### config.mk
export PLATFORM = sky130hd
export DESIGN_NAME = xml_markup_tokenizer_unit
export DESIGN_NICKNAME = d
export VERILOG_FILES = /design/src/rtl/xmltok_pkg.sv /design/src/rtl/xmltok_core.sv /design/src/rtl/xmltok_rfifo.sv /design/src/rtl/xml_markup_tokenizer_unit.sv
export SDC_FILE = /design/constraint.sdc
export NUM_CORES = 1
export LEC_CHECK = 0
export CAP_MARGIN = 40
export CORE_AREA = 4 4 119 206
export DETAILED_ROUTE_END_ITERATION = 16
export DIE_AREA = 0 0 123 210
export DONT_BUFFER_PORTS = 1
export MAX_ROUTING_LAYER = met4
export PLACE_DENSITY_LB_ADDON = 0.1
export SKIP_LAST_GASP = 1
export SLEW_MARGIN = 40
export SYNTH_ARGS = -nofsm -noshare
export SYNTH_HDL_FRONTEND = slang
export SYNTH_HIERARCHICAL = 1
export SYNTH_SLANG_ARGS = --single-unit
### constraint.sdc
create_clock -name clk -period 14.3 [get_ports clk]
set_input_delay 0.715 -clock clk [delete_from_list [all_inputs] [get_ports clk]]
set_output_delay 0.715 -clock clk [all_outputs]
set_load 0.1 [all_outputs]
### src/rtl/xmltok_pkg.sv
// Shared types, character constants and character class functions for the
// markup tokenizer. Depends on nothing; every other file imports it.
package xmltok_pkg;

  localparam int LENGTH_BITS_DEF = 16;
  localparam int RES_DEPTH       = 4;

  localparam logic [7:0] CH_LT    = 8'h3C;
  localparam logic [7:0] CH_SLASH = 8'h2F;
  localparam logic [7:0] CH_GT    = 8'h3E;
  localparam logic [7:0] CH_EQ    = 8'h3D;
  localparam logic [7:0] CH_TAB   = 8'h09;
  localparam logic [7:0] CH_CR    = 8'h0D;
  localparam logic [7:0] CH_LF    = 8'h0A;
  localparam logic [7:0] CH_SPACE = 8'h20;
  localparam logic [7:0] CH_DQUOT = 8'h22;
  localparam logic [7:0] CH_SQUOT = 8'h27;
  localparam logic [7:0] CH_NUL   = 8'h00;

  typedef enum logic [3:0] {
    K_BYTE   = 4'd0,
    K_TAG    = 4'd1,
    K_ATTR   = 4'd2,
    K_ASSIGN = 4'd3,
    K_VALUE  = 4'd4,
    K_TEXT   = 4'd5,
    K_CLOSE  = 4'd6,
    K_EMPTY  = 4'd7,
    K_ENDTAG = 4'd8,
    K_END    = 4'd9,
    K_ERROR  = 4'd10
  } kind_t;

  typedef struct packed {
    logic [7:0] ch;
    logic       end_of_text;
  } char_t;

  typedef struct packed {
    kind_t       kind;
    logic [7:0]  byte_out;
    logic [15:0] token_length;
    logic        last;
  } tok_t;

  // Results of one request handed from the scanner to the result queue.
  typedef struct packed {
    logic [1:0] cnt;
    tok_t       r0;
    tok_t       r1;
  } push_t;

  function automatic logic is_alpha(input logic [7:0] c);
    return (c >= 8'h41 && c <= 8'h5A) || (c >= 8'h61 && c <= 8'h7A);
  endfunction

  function automatic logic is_alnum(input logic [7:0] c);
    return is_alpha(c) || (c >= 8'h30 && c <= 8'h39);
  endfunction

  function automatic logic is_space(input logic [7:0] c);
    return c == CH_SPACE || c == CH_TAB || c == CH_CR || c == CH_LF;
  endfunction

endpackage

### src/rtl/xmltok_core.sv
// Input register and scan mode machine of the markup tokenizer: forms up to
// two results per request. Depends on xmltok_pkg.
module xmltok_core import xmltok_pkg::*; #(
  parameter int LENGTH_BITS = LENGTH_BITS_DEF
) (
  input  logic  clk,
  input  logic  rst,
  input  logic  char_valid,
  output logic  char_stall,
  input  char_t char_data,
  input  logic  room,
  output push_t push
);

  typedef enum logic [3:0] {
    M_CONTENT = 4'd0,
    M_TEXT    = 4'd1,
    M_LT      = 4'd2,
    M_ENDNAME = 4'd3,
    M_TAGNAME = 4'd4,
    M_INTAG   = 4'd5,
    M_ATTR    = 4'd6,
    M_VALUE   = 4'd7,
    M_SLASH   = 4'd8,
    M_DONE    = 4'd9,
    M_ERROR   = 4'd10
  } mode_t;

  mode_t                  mode, mode_next;
  logic                   qd, qd_next;
  logic [LENGTH_BITS-1:0] len, len_next, len_inc;
  logic [LENGTH_BITS+15:0] len_ext;
  char_t                  in_q;
  logic                   in_q_valid;
  logic                   fire, accept;
  logic [7:0]             c;
  logic                   eot;

  logic  it_emit, it_start, it_quote;
  tok_t  it_rec;
  mode_t it_mode;
  tok_t  byte_rec, fin_rec, end_rec, err_rec;
  push_t res;

  assign char_stall = in_q_valid && !room;
  assign accept     = char_valid && !char_stall;
  assign fire       = in_q_valid && room;
  assign c          = in_q.ch;
  assign eot        = in_q.end_of_text || (in_q.ch == CH_NUL);

  assign len_inc = (len != {LENGTH_BITS{1'b1}}) ? len + 1'b1 : len;
  assign len_ext = {16'd0, len};

  always_comb begin
    byte_rec = '{kind: K_BYTE, byte_out: c, token_length: 16'd0, last: 1'b0};
    fin_rec  = '{kind: K_TEXT, byte_out: 8'd0, token_length: len_ext[15:0], last: 1'b0};
    end_rec  = '{kind: K_END, byte_out: 8'd0, token_length: 16'd0, last: 1'b0};
    err_rec  = '{kind: K_ERROR, byte_out: 8'd0, token_length: 16'd0, last: 1'b0};
  end

  // Reading of one byte between tokens inside a tag.
  always_comb begin
    it_emit  = 1'b1;
    it_start = 1'b0;
    it_quote = 1'b0;
    it_rec   = err_rec;
    it_mode  = M_INTAG;
    if (eot) begin
      it_rec  = end_rec;
      it_mode = M_DONE;
    end else if (is_space(c)) begin
      it_emit = 1'b0;
    end else if (is_alpha(c)) begin
      it_rec   = byte_rec;
      it_start = 1'b1;
      it_mode  = M_ATTR;
    end else if (c == CH_EQ) begin
      it_rec      = err_rec;
      it_rec.kind = K_ASSIGN;
    end else if (c == CH_DQUOT || c == CH_SQUOT) begin
      it_emit  = 1'b0;
      it_quote = 1'b1;
      it_mode  = M_VALUE;
    end else if (c == CH_SLASH) begin
      it_emit = 1'b0;
      it_mode = M_SLASH;
    end else if (c == CH_GT) begin
      it_rec      = err_rec;
      it_rec.kind = K_CLOSE;
      it_mode     = M_CONTENT;
    end else begin
      it_mode = M_ERROR;
    end
  end

  always_comb begin
    res       = '{cnt: 2'd0, r0: end_rec, r1: end_rec};
    mode_next = mode;
    len_next  = len;
    qd_next   = qd;
    unique case (mode)
      M_CONTENT: begin
        if (eot) begin
          res.cnt = 2'd1; res.r0 = end_rec; mode_next = M_DONE;
        end else if (is_space(c)) begin
          res.cnt = 2'd0;
        end else if (c == CH_LT) begin
          mode_next = M_LT;
        end else if (c == CH_GT) begin
          res.cnt = 2'd1; res.r0 = err_rec; mode_next = M_ERROR;
        end else begin
          res.cnt = 2'd1; res.r0 = byte_rec;
          len_next = LENGTH_BITS'(1); mode_next = M_TEXT;
        end
      end
      M_TEXT: begin
        if (eot || c == CH_LT || c == CH_GT) begin
          res.r0 = fin_rec;
          len_next = '0;
          if (eot) begin
            res.cnt = 2'd2; res.r1 = end_rec; mode_next = M_DONE;
          end else if (c == CH_LT) begin
            res.cnt = 2'd1; mode_next = M_LT;
          end else begin
            res.cnt = 2'd2; res.r1 = err_rec; mode_next = M_ERROR;
          end
        end else begin
          res.cnt = 2'd1; res.r0 = byte_rec; len_next = len_inc;
        end
      end
      M_LT: begin
        if (eot) begin
          res.cnt = 2'd1; res.r0 = end_rec; mode_next = M_DONE;
        end else if (c == CH_SLASH) begin
          len_next = '0; mode_next = M_ENDNAME;
        end else if (is_alpha(c)) begin
          res.cnt = 2'd1; res.r0 = byte_rec;
          len_next = LENGTH_BITS'(1); mode_next = M_TAGNAME;
        end else begin
          res.cnt = 2'd1; res.r0 = err_rec; mode_next = M_ERROR;
        end
      end
      M_ENDNAME: begin
        if (eot) begin
          res.cnt = 2'd1; res.r0 = end_rec; mode_next = M_DONE;
        end else if (is_alnum(c)) begin
          res.cnt = 2'd1; res.r0 = byte_rec; len_next = len_inc;
        end else if (c == CH_GT) begin
          res.cnt = 2'd1; res.r0 = fin_rec; res.r0.kind = K_ENDTAG;
          len_next = '0; mode_next = M_CONTENT;
        end else begin
          res.cnt = 2'd1; res.r0 = err_rec; mode_next = M_ERROR;
        end
      end
      M_TAGNAME, M_ATTR: begin
        if (!eot && is_alnum(c)) begin
          res.cnt = 2'd1; res.r0 = byte_rec; len_next = len_inc;
        end else begin
          // The terminating byte is read again as the start of the next token.
          res.r0      = fin_rec;
          res.r0.kind = (mode == M_TAGNAME) ? K_TAG : K_ATTR;
          res.r1      = it_rec;
          res.cnt     = it_emit ? 2'd2 : 2'd1;
          mode_next   = it_mode;
          len_next    = it_start ? LENGTH_BITS'(1) : '0;
          if (it_quote) qd_next = (c == CH_DQUOT);
        end
      end
      M_INTAG: begin
        res.r0    = it_rec;
        res.cnt   = it_emit ? 2'd1 : 2'd0;
        mode_next = it_mode;
        if (it_start) len_next = LENGTH_BITS'(1);
        else if (it_quote) len_next = '0;
        if (it_quote) qd_next = (c == CH_DQUOT);
      end
      M_VALUE: begin
        if (eot) begin
          res.cnt = 2'd1; res.r0 = end_rec; mode_next = M_DONE;
        end else if (c == (qd ? CH_DQUOT : CH_SQUOT)) begin
          res.cnt = 2'd1; res.r0 = fin_rec; res.r0.kind = K_VALUE;
          len_next = '0; mode_next = M_INTAG;
        end else begin
          res.cnt = 2'd1; res.r0 = byte_rec; len_next = len_inc;
        end
      end
      M_SLASH: begin
        if (eot) begin
          res.cnt = 2'd1; res.r0 = end_rec; mode_next = M_DONE;
        end else if (c == CH_GT) begin
          res.cnt = 2'd1; res.r0 = err_rec; res.r0.kind = K_EMPTY;
          mode_next = M_CONTENT;
        end else begin
          res.cnt = 2'd1; res.r0 = err_rec; mode_next = M_ERROR;
        end
      end
      M_DONE: begin
        res.cnt = 2'd1; res.r0 = end_rec;
      end
      default: begin
        res.cnt = 2'd1; res.r0 = err_rec; mode_next = M_ERROR;
      end
    endcase
    res.r0.last = (res.cnt == 2'd1);
    res.r1.last = 1'b1;
    push        = res;
    if (!fire) push.cnt = 2'd0;
  end

  always_ff @(posedge clk) begin
    if (rst) begin
      mode       <= M_CONTENT;
      qd         <= 1'b0;
      len        <= '0;
      in_q_valid <= 1'b0;
    end else begin
      if (fire) begin
        mode <= mode_next;
        qd   <= qd_next;
        len  <= len_next;
      end
      if (accept) in_q_valid <= 1'b1;
      else if (fire) in_q_valid <= 1'b0;
    end
  end

  always_ff @(posedge clk) begin
    if (accept) in_q <= char_data;
  end

  a_done_sticky: assert property (@(posedge clk) disable iff (rst)
    mode == M_DONE |=> mode == M_DONE)
    else $error("end state left before reset");

  a_error_sticky: assert property (@(posedge clk) disable iff (rst)
    mode == M_ERROR |=> mode == M_ERROR)
    else $error("error state left before reset");

  a_done_one_end: assert property (@(posedge clk) disable iff (rst)
    (fire && mode == M_DONE) |-> (push.cnt == 2'd1 && push.r0.kind == K_END))
    else $error("end state must repeat a single end result");

  a_len_zero_intag: assert property (@(posedge clk) disable iff (rst)
    mode == M_INTAG |-> len == '0)
    else $error("length count not cleared between tag tokens");

endmodule

### src/rtl/xmltok_rfifo.sv
// Result queue of the markup tokenizer: takes up to two results a cycle and
// delivers one a cycle while tok_stall is low. Depends on xmltok_pkg.
module xmltok_rfifo import xmltok_pkg::*; (
  input  logic  clk,
  input  logic  rst,
  input  push_t push,
  output logic  room,
  output logic  tok_valid,
  input  logic  tok_stall,
  output tok_t  tok_data
);

  localparam int PW = $clog2(RES_DEPTH);
  localparam int CW = $clog2(RES_DEPTH + 1);

  tok_t           mem [RES_DEPTH];
  logic [PW-1:0]  wptr, rptr;
  logic [CW-1:0]  count, count_next;
  logic           pop;

  assign room      = count <= CW'(RES_DEPTH - 2);
  assign tok_valid = count != '0;
  assign tok_data  = mem[rptr];
  assign pop       = tok_valid && !tok_stall;

  assign count_next = count + CW'(push.cnt) - CW'(pop);

  always_ff @(posedge clk) begin
    if (rst) begin
      wptr  <= '0;
      rptr  <= '0;
      count <= '0;
    end else begin
      wptr  <= wptr + PW'(push.cnt);
      if (pop) rptr <= rptr + 1'b1;
      count <= count_next;
    end
  end

  always_ff @(posedge clk) begin
    if (push.cnt != 2'd0) mem[wptr] <= push.r0;
    if (push.cnt == 2'd2) mem[wptr + 1'b1] <= push.r1;
  end

  a_no_overflow: assert property (@(posedge clk) disable iff (rst)
    push.cnt != 2'd0 |-> room)
    else $error("results pushed without room");

  a_count_track: assert property (@(posedge clk) disable iff (rst)
    1'b1 |=> count == $past(count) + CW'($past(push.cnt)) - CW'($past(pop)))
    else $error("queue count out of step with pushes and pops");

  a_count_bound: assert property (@(posedge clk) disable iff (rst)
    count <= CW'(RES_DEPTH))
    else $error("queue count beyond depth");

endmodule

### src/rtl/xml_markup_tokenizer_unit.sv
// Streaming tokenizer for simplified XML markup: one character in per
// request, token text bytes and completed tokens out, up to two results per
// character. Every character is scanned from its input register, so a new
// character is taken each cycle while the four-entry result queue has room
// for two more results; the output side drains one result per cycle while
// tok_stall is low, which sets the sustained rate at one character per cycle
// when each causes at most one result. End and error repeat until reset.
// Depends on xmltok_pkg, xmltok_core and xmltok_rfifo.
module xml_markup_tokenizer_unit import xmltok_pkg::*; #(
  parameter int LENGTH_BITS = LENGTH_BITS_DEF
) (
  input  logic  clk,
  input  logic  rst,
  input  logic  char_valid,
  output logic  char_stall,
  input  char_t char_data,
  output logic  tok_valid,
  input  logic  tok_stall,
  output tok_t  tok_data
);

  push_t push;
  logic  room;

  xmltok_core #(.LENGTH_BITS(LENGTH_BITS)) u_core (
    .clk        (clk),
    .rst        (rst),
    .char_valid (char_valid),
    .char_stall (char_stall),
    .char_data  (char_data),
    .room       (room),
    .push       (push)
  );

  xmltok_rfifo u_rfifo (
    .clk       (clk),
    .rst       (rst),
    .push      (push),
    .room      (room),
    .tok_valid (tok_valid),
    .tok_stall (tok_stall),
    .tok_data  (tok_data)
  );

endmodule
==> results of run 1 <==
-- cells in the final DEF, fill, tap and decap left out, types with 4 or more instances in the layout --
| cell | instances |
|---|---|
| a21o_1 | 6 |
| clkbuf_16 | 19 |
| clkbuf_1 | 4 |
| nand3_1 | 21 |
| mux2_4 | 10 |
| xnor2_1 | 4 |
| o21ai_0 | 21 |
| clkinv_2 | 5 |
| nor3_1 | 20 |
| o211ai_1 | 4 |
| inv_1 | 13 |
| a31oi_1 | 10 |
| dfxtp_1 | 30 |
| ha_1 | 5 |
| nor2b_1 | 27 |
| nand2b_1 | 8 |
| mux4_2 | 29 |
| mux2_2 | 97 |
| o31ai_1 | 12 |
| edfxtp_1 | 125 |
| buf_4 | 18 |
| nand2_1 | 34 |
| a211oi_1 | 5 |
| and3b_1 | 5 |
| a21oi_1 | 41 |
| o22ai_1 | 5 |
| mux2_1 | 10 |
| nor2_1 | 38 |
| nor3b_1 | 4 |
| a311oi_1 | 4 |
| conb_1 | 25 |
| or4_1 | 11 |
| nand4_1 | 5 |
| and3_1 | 8 |
-- critical path: stages, from the launching register on --
cell      delay (ps)
edfxtp_1         590
or2_2            430
nor4_1           450
o21ai_0          330
a21oi_1          530
a22oi_1          210
nor2_1           290
nor2b_2          260
and3b_1          410
buf_4            420
a21o_1           130
buf_4            380
-- power breakdown --
part | total [µW] | switching, µW | leakage [µW] | internal, µW
registers | 557 | 19.6 | 0.00135 | 538
logic | 547 | 415 | 0.00167 | 132
clock network | 429 | 173 | 0.000284 | 256
total | 1530 | 608 | 0.00330 | 925
-- per-stage QoR --
stage / setup WS, ps / power, µW
after floorplan: 9129 / 1039
after global placement: 9599 / 1113
after detailed placement: 9550 / 1120
after CTS: 9499 / 1555
after global routing: 9110 / 1601
final: 9474 / 1533
-- worst max path at each step --
stage                              endpoint  slack (ps)  cells past startpoint
2_1_floorplan   u_rfifo/mem[0][0]$_DFFE_PP_        9130                     10
3_3_place_gp   u_rfifo/mem[2][15]$_DFFE_PP_        9600                     11
3_5_place_dp   u_rfifo/mem[2][15]$_DFFE_PP_        9550                     11
4_1_cts        u_rfifo/mem[2][11]$_DFFE_PP_        9500                     11
5_1_grt        u_rfifo/mem[2][17]$_DFFE_PP_        9110                     11
6_report        u_rfifo/mem[2][5]$_DFFE_PP_        9470                     11
-- registers in the layout, summed over array words and instances, names as in the netlist, named ones only --
register           cells
u_core/mode            4
u_rfifo/rptr           2
u_core/in_q            1
u_rfifo/mem          116
u_core/qd              1
u_rfifo/count          3
u_core/c               8
u_core/len            16
u_core/in_q_valid      1
u_rfifo/wptr           2
-- metal layers --
layer  up-vias  track usage, %  routed length, µm
met1      2961           19.13               8191
met3        40           3.168                493
met5         -               -                  0
met4         0           9.560                945
met2       118           36.94              14080
li1       2797               -                  -
-- final cells by class --
type / instances / area [µm²] / area share (%)
Tap cell: 300 / 375.4 / 3.834
Clock buffer: 26 / 531.8 / 5.432
Multi-Input combinational cell: 524 / 4289 / 43.81
Clock inverter: 6 / 33.78 / 0.3451
Inverter: 13 / 48.80 / 0.4985
Timing Repair Buffer: 18 / 135.1 / 1.380
Sequential cell: 156 / 4375 / 44.70
-- logic make-up after synthesis --
kind of cell,count (synthesis),synth area share [%]
buffers and inverters,84,5.456
muxes,146,22.22
AOI/OAI and AO/OA,131,9.277
xor gates and xnor gates,6,0.5816
adders and majority gates,6,0.9139
and+or+nand+nor,210,13.06
DFF,156,48.41
other,2,0.08311
==> run metrics, run 1 <==
most frequent cell after synthesis=edfxtp_1; Critical Path RT=roughly 14000 ps; Hold WS=361.3 ps; flops & latches, synth=156; final worst clock skew=a little under 8 ps; antenna violations before repair=0; Tot GR Track Use=around a fifth; Via Count=5916; f_max=between 0.2 and 0.25 GHz; fraction of registers with async set/reset=0%; Worst Path Max Fanout=29; post-detailed-route DRC marker count=0; CTS tree=done; sequential area share after synthesis=between 40 and 50%; final core occ=between 40% and 50%; Hold Path Stages=1; Pins Over Slew Limit=0; final worst-path cycle share=around a third; Warnings, synthesis=6; RSZ-0062 raised after global routing=false; Post-CTS Hold Buffers=0; Post-DP HPWL=about 17 mm; LEAKAGE=around 0.0033 µW; top-area cell type share of the netlist area=41.54%; clk root buf=clkbuf_16; Reg2Reg Depth=11; Wirelength per Cell=roughly 23 µm; Inst Count DP=1011; worst slew pin tran=between 800 and 900 ps; DR vias/cell=~5.7; r2r startpoint=u_core/c[0]$_DFFE_PP_; Die Span Y=210 µm; synth cell count leaders=edfxtp_1 (125), mux2_2 (97), a21oi_1 (41), nor2_1 (39), nand2_1 (34); number of top-level pins=44; nets=around 750; status=complete, no violations; Finished Layout Cells=approximately 1000; worst path arrival time=a little under 5000 ps; area of the die=25830 µm²; Hold Path Class=in -> reg; Placement Cell Area=around 9200 µm²; Syn Inst Count=741; count of final setup violators=0; clock sinks=between 150 and 200; Syn-to-layout area delta=8.336%; number of global-route vias before repair=6277; Max-Cap Viols=0; H-tree depth=4; pwr/cell area=about 160 nW/µm²; clk_lat worst skew=between 400 and 500 ps; peak supply drop=between 60 and 70 µV; reg2reg end=u_rfifo/mem[2][5]$_DFFE_PP_; largest area contributor in the synthesized netlist=edfxtp_1; Hold Startpoint=rst; Post-Synthesis Cell Area=9036 µm²; Cell Rows=73; r2r setup slk=9470 ps; Post-CTS Setup Bufs=0; Worst setup SP type=register; top cells by area, synth=edfxtp_1 (42%), mux2_2 (12%), mux4_2 (7.2%); First DRT Iteration DRCs=352; relative slew slack=a little over two fifths; Final Hold Viols=0; clock slew at reported path FFs=approximately 60 ps; CP Launch Point=u_core/c[0]$_DFFE_PP_; Critical Path End Type=register; ys flop type=edfxtp_1; Die Wd=roughly 120 µm; Pre-Repair DR Iteration Count=5; post-CTS sizing=0; final WL=about 24 mm; wire length of the first global-routing pass=~37 mm; CTS max path bufs=2; post-route cell area=~9800 µm²; Initial Util=39.73%; gr ovfl total=0; fin crit period=4826 ps; EDFF count, synth=roughly 130; core area=between 20000 and 25000 µm²; critical path class=reg -> reg; Fill cells=roughly 2100; layout cell share with drive strength beyond 1=27.19%; IO Port Bufs=0; # diodes=0; syn avg cell area=12.19 µm²; largest net degree at the start of global routing=31; gpl congestion=1.032; antenna viol nets, final=0; Netlist cell types=between 60 and 70; TritonCTS buffer count=17; post-route setup TNS=0 ps
Note: power is estimated with default switching activity, not from simulation.
==> inputs of run 2 (changes only) <==
Clock period 14.3 ns to 4.8 ns, I/O delays scaled along.
==> run 2 against run 1 <==
Net effect:
- total power grew to 3.0 times the previous value
- sequential power increased to 3.0 times the previous value
- hold slack worse by 290 ps
- die area stayed put
- clock skew about the same
- global-route usage up 1.1 points
==> run metrics, run 2 (synthesis results as in run 1) <==
clk root buf=clkbuf_16 (unchanged); largest net degree at the start of global routing=31 (unchanged); Reg with most FFs=u_rfifo/mem (unchanged); critical path's largest stage delay=680 ps (was 590 ps); worst setup margin=890.7 ps (was 9474 ps); antenna violations before repair=0 (unchanged); antenna viol nets, final=0 (unchanged); Post-CTS Setup Bufs=0 (unchanged); Post-CTS Hold Buffers=13 (was 0); critical path's slowest cell=nor4_1 (was edfxtp_1); pre-CTS WS=905.6 ps (was 9550 ps); worst slew pin tran=826.3 ps (was 866.7 ps); Critical Path RT=4870 ps (was 14360 ps); clock slew at reported path FFs=60 ps (about the same); Reg2Reg Depth=10 (was 11); post-CTS sizing=0 (unchanged); Pins Over Slew Limit=0 (unchanged); relative slew slack=44.85% (was 41.95%); Syn-to-layout area delta=11.02% (was 8.336%); TritonCTS buffer count=17 (unchanged); Worst setup SP type=register (unchanged); Clk pwr share=27.5% (was 28.0%); wire length of the first global-routing pass=38.60 mm (was 36.66 mm); Wirelength per Cell=23.40 µm (was 22.74 µm); fin crit period=3909 ps (was 4826 ps); final worst clock skew=8.065 ps (was 7.681 ps); Worst Path Max Fanout=30 (was 29); most frequent cells in the layout=edfxtp_1 (125), mux2_2 (97), a21oi_1 (41) (unchanged); Die Wd=123 µm (unchanged); Gate power share=36.1% (was 35.7%); pwr/cell area=458.6 nW/µm² (was 156.6 nW/µm²); Fill cells=2137 (was 2123); r2r setup slk=890 ps (was 9470 ps); WHS Endpoint=u_rfifo/rptr[0]$_SDFFE_PP0P_; Cell Rows=73 (unchanged); worst path arrival time=3980 ps (was 4890 ps); gr ovfl total=0 (unchanged); Top Registers=u_rfifo/mem: 116 flops, u_core/len: 16 flops, u_core/c: 8 flops (unchanged); switching portion of total power=40.50% (was 39.65%); count of final setup violators=0 (unchanged); peak supply drop=202.6 µV (was 62.92 µV); post-route setup TNS=0 ps (unchanged); Die Span Y=210 µm (unchanged); RSZ-0062 raised after global routing=false (unchanged); Finished Layout Cells=1066 (was 1043); Cell Chain, Critical Path=nor4_1 > a31oi_1 > o211ai_1 > a22oi_1 > nor2_1 > nor2b_2 > and3b_1 > buf_12 > a21o_1 > buf_4 (was or2_2 > nor4_1 > o21ai_0 > a21oi_1 > a22oi_1 > nor2_1 > nor2b_2 > and3b_1 > buf_4 > a21o_1 > buf_4); CTS tree=done (unchanged); Max-Cap Viols=0 (unchanged); Tot GR Track Use=20.78% (was 19.69%); clk_lat worst skew=430 ps (was 420 ps); f_max=0.2558 GHz (was 0.2072 GHz); Pre-Repair DR Iteration Count=4 (was 5); reg2reg end=u_rfifo/mem[2][21]$_DFFE_PP_ (was u_rfifo/mem[2][5]$_DFFE_PP_); number of flip-flops in the largest register=116 (unchanged); IO Port Bufs=0 (unchanged); clock sinks=156 (unchanged); LEAKAGE=0.003407 µW (was 0.003304 µW); Internal=2737 µW (was 925.5 µW); final core occ=44.11% (was 43.04%); commonest non-fill, non-tap cell in the layout=edfxtp_1 (unchanged); final WL=24.94 mm (was 23.71 mm); number of top-level pins=44 (unchanged); post-detailed-route DRC marker count=0 (unchanged); r2r startpoint=u_core/c[3]$_DFFE_PP_ (was u_core/c[0]$_DFFE_PP_); Final Hold Viols=0 (unchanged); Post-DP HPWL=17.78 mm (was 16.59 mm); nets=772 (was 749); # diodes=0 (unchanged); area of the die=25830 µm² (unchanged); Final Power=4601 µW (was 1533 µW); Hold Startpoint=tok_stall (was rst); Critical Path End Type=register (unchanged); Inst Count DP=1021 (was 1011); Initial Util=39.73% (unchanged); Sequential Power Share=36.4% (was 36.3%); Hold Path Class=in -> reg (unchanged); status=complete, no violations (unchanged); core area=22740 µm² (unchanged); final worst-path cycle share=81.44% (was 33.75%); DR vias/cell=5.749 (was 5.672); layout cell share with drive strength beyond 1=28.20% (was 27.19%); number of global-route vias before repair=6681 (was 6277); H-tree depth=4 (unchanged); Via Count=6128 (was 5916); First DRT Iteration DRCs=328 (was 352); Net Switching=1863 µW (was 607.9 µW); CTS max path bufs=2 (unchanged); critical path class=reg -> reg (unchanged); gpl congestion=0.9613 (was 1.032); Hold Path Stages=2 (was 1)
-- run 2: stage by stage --
step                hold slack, ps  cell area (µm²)
finish                       68.50            10030
global route                 75.18            10030
CTS                          55.04            10030
detailed placement           312.1             9360
global placement             309.5             9349
floorplan                    338.9             9128
-- run 2: area by class of cell --
cell class	count	area [µm²]	area share (%)
multi-input combinational	524	4290	42.77
tap	300	375.4	3.742
clock buffer	19	442.9	4.415
clock inverter	13	101.3	1.010
inverter	13	48.80	0.4864
timing repair buffer	41	397.9	3.966
sequential	156	4375	43.61
-- run 2: how the worst max path moves through the flow --
stage                                     start                           end  slack (ps)
after floorplan           u_core/c[1]$_DFFE_PP_   u_rfifo/mem[0][0]$_DFFE_PP_         520
after global placement    u_core/c[3]$_DFFE_PP_   u_rfifo/mem[2][5]$_DFFE_PP_         920
after detailed placement  u_core/c[3]$_DFFE_PP_  u_rfifo/mem[2][12]$_DFFE_PP_         910
after CTS                 u_core/c[3]$_DFFE_PP_   u_rfifo/count[2]$_SDFF_PP0_         880
after global routing      u_core/c[3]$_DFFE_PP_   u_rfifo/count[2]$_SDFF_PP0_         470
final                     u_core/c[3]$_DFFE_PP_  u_rfifo/mem[2][21]$_DFFE_PP_         890
-- run 2: worst max-delay path: cells and delay by family (launching register included) --
family | cells | cell delay, ps
buffers and inverters | 2 | 620
AO/OA/AOI/OAI | 4 | 940
AND/OR/NAND/NOR | 4 | 1390
flip-flops | 1 | 590
-- run 2: power groups by stage --
stage | logic [µW] | registers [µW] | clock network (µW)
final | 1660 | 1670 | 1260
after global routing | 1760 | 1690 | 1360
after CTS | 1680 | 1670 | 1300
after detailed placement | 1660 | 1700 | 0
after global placement | 1650 | 1700 | 0
after floorplan | 1430 | 1660 | 0
-- run 2: routing by layer --
layer,GRT usage (%),share of wire [%],vias up
met2,38.86,58,164
met1,19.61,34,3056
li1,-,-,2848
met3,3.034,2.8,60
met5,-,0,-
met4,12.01,5.4,0
==> inputs of run 3 (changes only) <==
Clock period 4.8 ns to 3.95 ns, I/O delays scaled along.
==> run 3 against run 2 <==
Net effect:
- non-clock buffer count grew 9
- register-to-register slack got worse by 630 ps
- critical path depth increased by 1
- clock skew rose by 0.82 ps
==> run metrics, run 3 (synthesis results as in run 1) <==
RSZ-0062 raised after global routing=false (unchanged); Die Span Y=210 µm (unchanged); pwr/cell area=556.7 nW/µm² (was 458.6 nW/µm²); clk_lat worst skew=420 ps (was 430 ps); critical path's largest stage delay=640 ps (was 680 ps); Cell Chain, Critical Path=or3b_2 > a21o_1 > a21oi_1 > o21ai_0 > a21oi_1 > a31oi_1 > buf_4 > nor2b_2 > and3b_1 > buf_12 > mux2_2 (was nor4_1 > a31oi_1 > o211ai_1 > a22oi_1 > nor2_1 > nor2b_2 > and3b_1 > buf_12 > a21o_1 > buf_4); IO Port Bufs=0 (unchanged); Cell Rows=73 (unchanged); core area=22740 µm² (unchanged); antenna viol nets, final=0 (unchanged); critical path class=reg -> reg (unchanged); Worst setup SP type=register (unchanged); worst setup margin=261.8 ps (was 890.7 ps); final worst clock skew=8.883 ps (was 8.065 ps); wire length of the first global-routing pass=36.78 mm (was 38.60 mm); Critical Path RT=4120 ps (was 4870 ps); status=complete, no violations (unchanged); # diodes=0 (unchanged); post-detailed-route DRC marker count=0 (unchanged); gpl congestion=1.005 (was 0.9613); pre-CTS WS=318.0 ps (was 905.6 ps); fin crit period=3688 ps (was 3909 ps); Pre-Repair DR Iteration Count=5 (was 4); Critical Path End Type=register (unchanged); Syn-to-layout area delta=12.57% (was 11.02%); largest net degree at the start of global routing=30 (was 31); Post-DP HPWL=16.93 mm (was 17.78 mm); relative slew slack=44.59% (was 44.85%); TritonCTS buffer count=17 (unchanged); DR vias/cell=5.739 (was 5.749); Initial Util=39.73% (unchanged); CTS max path bufs=2 (unchanged); nets=781 (was 772); Via Count=6146 (was 6128); commonest non-fill, non-tap cell in the layout=edfxtp_1 (unchanged); Max-Cap Viols=0 (unchanged); Reg with most FFs=u_rfifo/mem (unchanged); antenna violations before repair=0 (unchanged); CTS tree=done (unchanged); worst slew pin tran=830.2 ps (was 826.3 ps); count of final setup violators=0 (unchanged); number of global-route vias before repair=6397 (was 6681); final worst-path cycle share=93.37% (was 81.44%); Crit path max-delay family=simple AND/OR/NAND/NOR gates (unchanged); f_max=0.2711 GHz (was 0.2558 GHz); area of the die=25830 µm² (unchanged); CP most frequent cell=a21oi_1; Tot GR Track Use=19.71% (was 20.78%); worst path arrival time=3860 ps (was 3980 ps); gr ovfl total=0 (unchanged); Final Hold Viols=0 (unchanged); number of flip-flops in the largest register=116 (unchanged); peak supply drop=215.7 µV (was 202.6 µV); most frequent cells in the layout=edfxtp_1 (125), mux2_2 (97), a21oi_1 (41) (unchanged); CP bufs+invs=2 (unchanged); critical path's slowest cell=edfxtp_1 (was nor4_1); Wirelength per Cell=22.41 µm (was 23.40 µm); number of top-level pins=44 (unchanged); First DRT Iteration DRCs=301 (was 328); clk root buf=clkbuf_16 (unchanged); clock slew at reported path FFs=60 ps (about the same); LEAKAGE=0.003467 µW (was 0.003407 µW); final WL=24.00 mm (was 24.94 mm); Top Registers=u_rfifo/mem: 116 flops, u_core/len: 16 flops, u_core/c: 8 flops (unchanged); Hold Path Class=in -> reg (unchanged); H-tree depth=4 (unchanged); layout cell share with drive strength beyond 1=28.02% (was 28.20%); Worst Path Max Fanout=18 (was 30); Pins Over Slew Limit=0 (unchanged); Die Wd=123 µm (unchanged); post-route setup TNS=0 ps (unchanged); clock sinks=156 (unchanged)
==> run 3: metal layers <==
metal / vias up / wire length [µm] / part of all wire (%) / GRT usage, %
met5: - / 0 / 0 / -
met1: 3046 / 8367 / 35 / 19.31
met2: 190 / 13780 / 57 / 36.61
li1: 2858 / - / - / -
met4: 0 / 1017 / 4.2 / 9.866
met3: 52 / 836 / 3.5 / 3.195
==> run 3: power breakdown <==
group          internal [µW]  leakage [µW]  switching (µW)  total (µW)
registers               1950       0.00135             115        2060
logic                    528       0.00185            1480        2010
clock network            970      0.000270             625        1590
==> run 3: layout make-up <==
cell class              instances  area (µm²)
multi-input cells             524        4283
clock buffers                  18       429.2
well taps                     300       375.4
clock inverters                10       127.6
flip-flops and latches        156        4375
inverters                      13       48.80
repair buffers                 50       533.0
fillers                      2058       12570
==> run 3: repair_timing <==
action	CTS	global route
setup endpoints to repair	0	1
endpoints found under the hold margin	23	0
resized for setup	0	1
setup buffers	0	0
hold buffers	13	0
==> run 3: worst register-to-register path, stage by stage (launching register included) <==
cell      delay, ps
edfxtp_1        640
or3b_2          550
a21o_1          190
a21oi_1         250
o21ai_0         120
a21oi_1         300
a31oi_1         150
buf_4           180
nor2b_2         160
and3b_1         330
buf_12          220
mux2_2          360
==> run 3: worst paths after layout <==
| kind | from | to | slack [ps] | cells past startpoint |
|---|---|---|---|---|
| hold reg to reg | u_core/qd$_SDFFE_PP0P_ | u_core/qd$_SDFFE_PP0P_ | 470 | 2 |
| setup reg to reg | u_core/c[1]$_DFFE_PP_ | u_rfifo/mem[2][10]$_DFFE_PP_ | 260 | 11 |
| setup / recovery | u_core/c[1]$_DFFE_PP_ | u_rfifo/mem[2][10]$_DFFE_PP_ | 260 | 11 |
| hold / removal | rst | u_rfifo/rptr[1]$_SDFFE_PP0P_ | 30 | 2 |
==> run 3: stage by stage <==
| step | cells | instance area [µm²] | hold slack [ps] | total power, µW | utilization (%) |
|---|---|---|---|---|---|
| 3_3_place_gp | 1030 | 9479 | 268.6 | 4082 | 41.68 |
| 5_1_grt | 1071 | 10170 | 29.23 | 5893 | 44.73 |
| 3_5_place_dp | 1030 | 9479 | 269.1 | 4105 | 41.68 |
| 2_1_floorplan | 764 | 9141 | 296.4 | 3763 | - |
| 6_report | 1071 | 10170 | 30.24 | 5663 | 44.73 |
| 4_1_cts | 1071 | 10170 | 8.318 | 5729 | 44.70 |
